===== config.mk =====
export PLATFORM = sky130hd
export DESIGN_NAME = priority_ready_queue_unit
export DESIGN_NICKNAME = d
export VERILOG_FILES = /design/src/hdl/prq_pkg.sv /design/src/hdl/prq_entry_store.sv /design/src/hdl/priority_ready_queue_unit.sv
export SDC_FILE = /design/constraint.sdc
export NUM_CORES = 1
export LEC_CHECK = 0
export BUFFER_PORTS_ARGS = -buffer_cell sky130_fd_sc_hd__buf_2
export CORE_UTILIZATION = 55
export CTS_CLUSTER_SIZE = 14
export DETAILED_ROUTE_END_ITERATION = 10
export GPL_TIMING_DRIVEN = 0
export HOLD_SLACK_MARGIN = 0.08
export PLACE_DENSITY = 0.78
export SYNTH_ARGS = -nofsm -noshare
export SYNTH_HDL_FRONTEND = slang
export SYNTH_SLANG_ARGS = --single-unit

===== constraint.sdc =====
create_clock -name clk -period 5.3 [get_ports clk]
set_input_delay 1.06 -clock clk [delete_from_list [all_inputs] [get_ports clk]]
set_output_delay 1.06 -clock clk [all_outputs]
set_load 0.05 [all_outputs]

===== src/hdl/prq_pkg.sv =====
// Shared types and constants for the priority ready queue.
// Depends on nothing; every other file in hdl imports it.
package prq_pkg;

    localparam int QUEUE_DEPTH = 16;
    localparam int IDX_W = $clog2(QUEUE_DEPTH);
    localparam int CNT_W = $clog2(QUEUE_DEPTH + 1);
    localparam int ENTRY_COUNT_W = 5;

    typedef enum logic [1:0] {
        REQ_ENQ   = 2'd0,
        REQ_DEQ   = 2'd1,
        REQ_PURGE = 2'd2
    } req_code_t;

    typedef enum logic [1:0] {
        STAT_OK   = 2'd0,
        STAT_FULL = 2'd1,
        STAT_MISS = 2'd2
    } status_code_t;

    typedef struct packed {
        logic [1:0] req_type;
        logic [7:0] proc_handle;
        logic [7:0] priority_req;
    } req_t;

    typedef struct packed {
        logic [1:0]               status;
        logic [7:0]               out_handle;
        logic [7:0]               out_priority;
        logic [ENTRY_COUNT_W-1:0] entry_count;
        logic                     is_empty;
    } rsp_t;

    typedef struct packed {
        logic [7:0] handle;
        logic [7:0] prio;
    } entry_t;

endpackage


===== src/hdl/prq_entry_store.sv =====
// Entry memory of the priority ready queue: one write port, one registered read port.
// Depends on prq_pkg for the entry type and the depth.
module prq_entry_store (
    input  logic                      clk,
    input  logic                      rd_en,
    input  logic [prq_pkg::IDX_W-1:0] rd_addr,
    output prq_pkg::entry_t           rd_data,
    input  logic                      wr_en,
    input  logic [prq_pkg::IDX_W-1:0] wr_addr,
    input  prq_pkg::entry_t           wr_data
);
    import prq_pkg::*;

    entry_t mem [QUEUE_DEPTH];
    entry_t rd_data_reg;

    always_ff @(posedge clk)
    begin
        if (wr_en)
        begin
            mem[wr_addr] <= wr_data;
        end
        if (rd_en)
        begin
            rd_data_reg <= mem[rd_addr];
        end
    end

    assign rd_data = rd_data_reg;

endmodule


===== src/hdl/priority_ready_queue_unit.sv =====
// Top level of the priority ready queue: request/response handshakes, the
// scan and compaction sequencer, and the entry count. Depends on prq_pkg and
// prq_entry_store.
//
//   Channel  Signals                     Direction  Beat payload
//   req      req_valid, req_ready, req   in         prq_pkg::req_t
//   rsp      rsp_valid, rsp_ready, rsp   out        prq_pkg::rsp_t
//
// An enqueue, or an unused request code, passes from the accept cycle through the
// finish state to the response register. A dequeue or purge first scans every
// held entry through the memory read port, then, when the entry at position P is
// removed, compacts the memory by moving each entry above P down one slot (no
// compaction on a miss). The single read port of the entry memory paces both the
// scan and the compaction.
// Reset clears the count and all control state; the memory needs no clearing
// because only slots below the count are ever read.
// A new request beat is taken only while the sequencer is idle. A finished
// result waits in the sequencer until the response register is free, so a
// stalled response holds back at most one further request.
module priority_ready_queue_unit (
    input  logic           clk,
    input  logic           rst_n,
    input  logic           req_valid,
    output logic           req_ready,
    input  prq_pkg::req_t  req,
    output logic           rsp_valid,
    input  logic           rsp_ready,
    output prq_pkg::rsp_t  rsp
);
    import prq_pkg::*;

    // One-hot sequencer states.
    typedef enum logic [3:0] {
        S_IDLE   = 4'b0001,
        S_SCAN   = 4'b0010,
        S_SHIFT  = 4'b0100,
        S_FINISH = 4'b1000
    } state_t;

    state_t            state_reg, state_next;
    logic [CNT_W-1:0]  count_reg, count_next;
    logic [CNT_W-1:0]  iss_reg, iss_next;     // next memory address to read
    logic              pend_reg, pend_next;   // a read is in flight
    logic [IDX_W-1:0]  pidx_reg, pidx_next;   // address of the read in flight
    logic              found_reg, found_next;
    logic [IDX_W-1:0]  best_idx_reg, best_idx_next;
    entry_t            best_reg, best_next;
    logic [1:0]        op_reg, op_next;
    logic [7:0]        key_reg, key_next;     // handle searched by a purge
    logic [1:0]        stat_reg, stat_next;
    logic              rsp_valid_reg, rsp_valid_next;
    rsp_t              rsp_reg, rsp_next;

    logic              rd_en;
    logic [IDX_W-1:0]  rd_addr;
    entry_t            rd_data;
    logic              wr_en;
    logic [IDX_W-1:0]  wr_addr;
    entry_t            wr_data;
    logic              req_fire;
    logic              rsp_free;
    logic              issue_ok;

    prq_entry_store u_store (
        .clk     (clk),
        .rd_en   (rd_en),
        .rd_addr (rd_addr),
        .rd_data (rd_data),
        .wr_en   (wr_en),
        .wr_addr (wr_addr),
        .wr_data (wr_data)
    );

    assign req_ready = (state_reg == S_IDLE);
    assign req_fire  = req_valid && req_ready;
    assign rsp_free  = !rsp_valid_reg || rsp_ready;
    assign issue_ok  = (iss_reg < count_reg);

    always_comb
    begin
        state_next     = state_reg;
        count_next     = count_reg;
        iss_next       = iss_reg;
        pend_next      = 1'b0;
        pidx_next      = pidx_reg;
        found_next     = found_reg;
        best_idx_next  = best_idx_reg;
        best_next      = best_reg;
        op_next        = op_reg;
        key_next       = key_reg;
        stat_next      = stat_reg;
        rsp_valid_next = rsp_valid_reg && !rsp_ready;
        rsp_next       = rsp_reg;
        rd_en          = 1'b0;
        rd_addr        = iss_reg[IDX_W-1:0];
        wr_en          = 1'b0;
        wr_addr        = count_reg[IDX_W-1:0];
        wr_data        = '{handle: req.proc_handle, prio: req.priority_req};

        case (state_reg)
            S_IDLE:
            begin
                if (req_fire)
                begin
                    op_next    = req.req_type;
                    key_next   = req.proc_handle;
                    iss_next   = '0;
                    found_next = 1'b0;
                    stat_next  = STAT_MISS;
                    case (req.req_type)
                        REQ_ENQ:
                        begin
                            state_next = S_FINISH;
                            if (count_reg < CNT_W'(QUEUE_DEPTH))
                            begin
                                wr_en      = 1'b1;
                                count_next = count_reg + 1'b1;
                                stat_next  = STAT_OK;
                            end
                            else
                            begin
                                stat_next = STAT_FULL;
                            end
                        end
                        REQ_DEQ, REQ_PURGE:
                        begin
                            state_next = S_SCAN;
                        end
                        default:
                        begin
                            state_next = S_FINISH;
                        end
                    endcase
                end
            end

            S_SCAN:
            begin
                // Reads stream out one per cycle; each returned entry is judged
                // against the best candidate so far.
                if (issue_ok)
                begin
                    rd_en     = 1'b1;
                    pend_next = 1'b1;
                    pidx_next = iss_reg[IDX_W-1:0];
                    iss_next  = iss_reg + 1'b1;
                end
                if (pend_reg)
                begin
                    if (op_reg == REQ_DEQ)
                    begin
                        if (!found_reg || (rd_data.prio < best_reg.prio))
                        begin
                            found_next    = 1'b1;
                            best_idx_next = pidx_reg;
                            best_next     = rd_data;
                        end
                    end
                    else if (!found_reg && (rd_data.handle == key_reg))
                    begin
                        found_next    = 1'b1;
                        best_idx_next = pidx_reg;
                        best_next     = rd_data;
                    end
                end
                if (!issue_ok && !pend_reg)
                begin
                    if (found_reg)
                    begin
                        state_next = S_SHIFT;
                        iss_next   = CNT_W'(best_idx_reg) + 1'b1;
                    end
                    else
                    begin
                        state_next = S_FINISH;
                    end
                end
            end

            S_SHIFT:
            begin
                // Read slot i and write it to slot i - 1 in the next cycle; the
                // write always trails the read, so no forwarding is needed.
                if (issue_ok)
                begin
                    rd_en     = 1'b1;
                    pend_next = 1'b1;
                    pidx_next = iss_reg[IDX_W-1:0];
                    iss_next  = iss_reg + 1'b1;
                end
                if (pend_reg)
                begin
                    wr_en   = 1'b1;
                    wr_addr = pidx_reg - 1'b1;
                    wr_data = rd_data;
                end
                if (!issue_ok && !pend_reg)
                begin
                    count_next = count_reg - 1'b1;
                    stat_next  = STAT_OK;
                    state_next = S_FINISH;
                end
            end

            S_FINISH:
            begin
                if (rsp_free)
                begin
                    rsp_valid_next       = 1'b1;
                    rsp_next.status      = stat_reg;
                    if ((stat_reg == STAT_OK) && (op_reg != REQ_ENQ))
                    begin
                        rsp_next.out_handle   = best_reg.handle;
                        rsp_next.out_priority = best_reg.prio;
                    end
                    else
                    begin
                        rsp_next.out_handle   = '0;
                        rsp_next.out_priority = '0;
                    end
                    rsp_next.entry_count = ENTRY_COUNT_W'(count_reg);
                    rsp_next.is_empty    = (count_reg == '0);
                    state_next           = S_IDLE;
                end
            end

            default:
            begin
                state_next = S_IDLE;
            end
        endcase
    end

    always_ff @(posedge clk or negedge rst_n)
    begin
        if (!rst_n)
        begin
            state_reg     <= S_IDLE;
            count_reg     <= '0;
            iss_reg       <= '0;
            pend_reg      <= 1'b0;
            found_reg     <= 1'b0;
            rsp_valid_reg <= 1'b0;
        end
        else
        begin
            state_reg     <= state_next;
            count_reg     <= count_next;
            iss_reg       <= iss_next;
            pend_reg      <= pend_next;
            found_reg     <= found_next;
            rsp_valid_reg <= rsp_valid_next;
        end
    end

    // Payload registers carry no reset.
    always_ff @(posedge clk)
    begin
        pidx_reg     <= pidx_next;
        best_idx_reg <= best_idx_next;
        best_reg     <= best_next;
        op_reg       <= op_next;
        key_reg      <= key_next;
        stat_reg     <= stat_next;
        rsp_reg      <= rsp_next;
    end

    assign rsp_valid = rsp_valid_reg;
    assign rsp       = rsp_reg;

    // The count never passes the queue depth.
    a_count_bound: assert property (@(posedge clk) disable iff (!rst_n)
        count_reg <= CNT_W'(QUEUE_DEPTH))
        else $error("entry count exceeds queue depth");

    // A read in flight always targets a held slot.
    a_read_in_range: assert property (@(posedge clk) disable iff (!rst_n)
        pend_reg |-> (CNT_W'(pidx_reg) < count_reg))
        else $error("memory read outside held slots");

    // Compaction only writes below the last held slot.
    a_shift_write: assert property (@(posedge clk) disable iff (!rst_n)
        (wr_en && (state_reg == S_SHIFT)) |-> (CNT_W'(wr_addr) + 1'b1 < count_reg))
        else $error("compaction write outside held slots");

    // A response is loaded only when the response register is free.
    a_rsp_no_overrun: assert property (@(posedge clk) disable iff (!rst_n)
        (rsp_valid && !rsp_ready) |=> (state_reg != S_IDLE) || $stable(rsp))
        else $error("response overwritten while stalled");

endmodule

==> metrics.cfg <==
[power]
peakVddDrop_v=0.000302
p_sw_share_pct=26.4
combinationalPowerShare_pct=17.7
internal_power_uw=5020
leakage_uw=0.00534
power_frac_clock_pct=34.0
p_switching_uw=1800
p_seq_share_pct=48.4
power.density_mw_per_mm2=427

[drt]
detail-route-antenna-nets=0
vias_per_cell=6.29
drc=0
wl_um=31200
vias=7299
wl_per_cell_um=26.9
dr.pass1.iters=7
drtIter0Drc=861

[clock_tree]
insertion_delay_ns=0.51
post_cts_resize_count=0
clkTransAtPathRegs_ns=0.06
clockBufferDepth=3
clkSinkCount=349
cts_buffers=35
cts_hold_buffers=0
postCtsSetupRepairBufs=0
cts_root_buf=clkbuf_16
cts_tree=done
cts.htree.levels=2

[run_status]
status=completed

[finish]
drive_gt1_share_pct=27.9
final_nets=855
n_antenna_cell=0
n_fill_cell=1576
final_cell_mix=edfxtp_1, mux4_2, nand2_1
largest_register_ffs=256
areaGrowthSynthToFinish_pct=14.8
layout_commonest_cell=edfxtp_1

[synthesis]
ys_ff_latch=349
synth.avg_cell_area_um2=19.6
ys_seq_area_share_pct=74.7
yosys.area.top_type=edfxtp_1
synth_warnings=0
yosysTopAreaCellShare_pct=71.6
synthesis.nets=753
synthCells=712
synth_edf_count=332
dominantRegCellSynth=edfxtp_1
yosysUniqueCellTypes=61
synthArstFlopShare_pct=4.87
netlist_area_mm2=0.0139
synth.area.top_cells=edfxtp_1, mux4_2, dfrtp_1

[sta]
holdWs_ns=0.471
finalHoldViolCount=0
fmax_mhz=281
setup_tns_ns=0
setup_viol=0
fin_crit_sh_pct=67.0
min_period_ns=3.55
rsz0062_at_grt=no
fin_skew_ns=0.0145
worst_pin_slew_ns=1.43
finalMaxSlewViolations=0
max_slew_margin_pct=4.34

[floorplanning]
fp.dieH_um=161
initial_core_util_pct=56.6
rows=57
die_area_mm2=0.0260
io-pin-count=48
core_mm2=0.0246
fp.dieW_um=161

[placed_design]
dp.final_hpwl_um=20300
gp_congestion=0.850
portBuffers=47

[critical_path]
crit_required_ns=5.51
cp_max_fo=12
crit_type=reg -> reg
worstSetupEndpointType=flop
critPathArrivalTime_ns=3.76
start_kind=flop
reg2regPathDepth=10

[global_route]
grt.overflow.total=0
grt_pass1_vias=7345
grt_pass1_wl_um=46400
grtUsageTotal_pct=25.0
antenna_found_initial=0
grt_max_degree=24

[job]
maxCapViolCount=0

[hold_path]
hp-class=in -> async

[synth_stat cells (all sizes together), types with 3 or more instances]
cell	instances
a21o	4
a21oi	8
a31oi	3
a32oi	3
and2	12
buf	14
clkbuf	12
dfrtp	16
edfxtp	332
ha	18
inv	25
mux4	80
nand2	64
nand2b	3
nand3	8
nand4	5
nor2	24
nor2b	3
nor3	6
nor4	8
o21ai	12
o22ai	3
o31ai	3
xnor2	11
xor2	7
[final timing paths]
path                         startpoint            endpoint  slack (ns)
setup / recovery           state_reg[3]  u_store.mem[12][6]        1.75
hold reg to reg             stat_reg[1]             rsp[23]        0.49
max in group asynchronous         rst_n        state_reg[0]        4.50
hold / removal                    rst_n        count_reg[3]        0.47
setup reg to reg           state_reg[3]  u_store.mem[12][6]        1.75
min in group clk            stat_reg[1]             rsp[23]        0.49
[metrics by stage]
step | cells | cell area (um^2) | utilization [%] | total power, uW | setup WS [ns]
floorplan | 712 | 13900 | - | 4200 | 2.16
global placement | 1083 | 14600 | 59.2 | 4460 | 0.896
detailed placement | 1101 | 14900 | 60.7 | 4550 | 1.60
CTS | 1160 | 16000 | 65.0 | 6850 | 1.81
global route | 1160 | 16000 | 65.0 | 7040 | 1.59
finish | 1160 | 16000 | 65.0 | 6830 | 1.75
[cell families (layout without fill, tap and decap cells)]
family | count (synthesis) | in the layout | synth area share [%]
mux | 82 | 82 | 13.1
fa+ha+maj | 19 | 19 | 1.76
flops | 349 | 349 | 74.7
simple gates | 143 | 143 | 4.92
xor+xnor | 18 | 18 | 1.13
buf+inv | 51 | 175 | 1.70
compound gates | 50 | 50 | 2.75
[metal layers]
| layer | GRT usage (%) | wire, um | part of all wire (%) | vias to the layer above |
|---|---|---|---|---|
| met5 | 0 | 0 | 0 | - |
| met4 | 8.88 | 956 | 3.1 | 0 |
| met3 | 4.78 | 2790 | 8.9 | 75 |
| met2 | 43.4 | 16300 | 52 | 442 |
| met1 | 31.7 | 11200 | 36 | 3711 |
| li1 | - | - | - | 3071 |
[worst max-delay path, stage by stage, from the launching register on]
cell      delay (ns)
dfrtp_1         0.45
nor2_1          0.18
nand3b_1        0.19
inv_1           0.15
nand2_1         0.17
inv_1           0.52
nand3_1         0.27
o22ai_1         0.24
nand2_1         0.19
nor2_2          0.63
buf_8           0.25
[area by class of cell]
class / count / area, um^2 / area share, %
Tap cell: 324 / 405 / 2.54
Inverter: 25 / 101 / 0.634
Multi-Input combinational cell: 312 / 3340 / 20.9
Sequential cell: 349 / 10400 / 65.0
Timing Repair Buffer: 65 / 552 / 3.45
Clock inverter: 16 / 133 / 0.830
Clock buffer: 43 / 926 / 5.79
Buffer: 26 / 135 / 0.845
[power groups by stage]
stage          Combinational (uW)  Clock (uW)  Sequential [uW]
2_1_floorplan                 799           0             3400
3_3_place_gp                 1120           0             3340
3_5_place_dp                 1200           0             3350
4_1_cts                      1210        2340             3300
5_1_grt                      1280        2440             3310
6_report                     1210        2320             3300
Power figures use the tool's default switching activity.
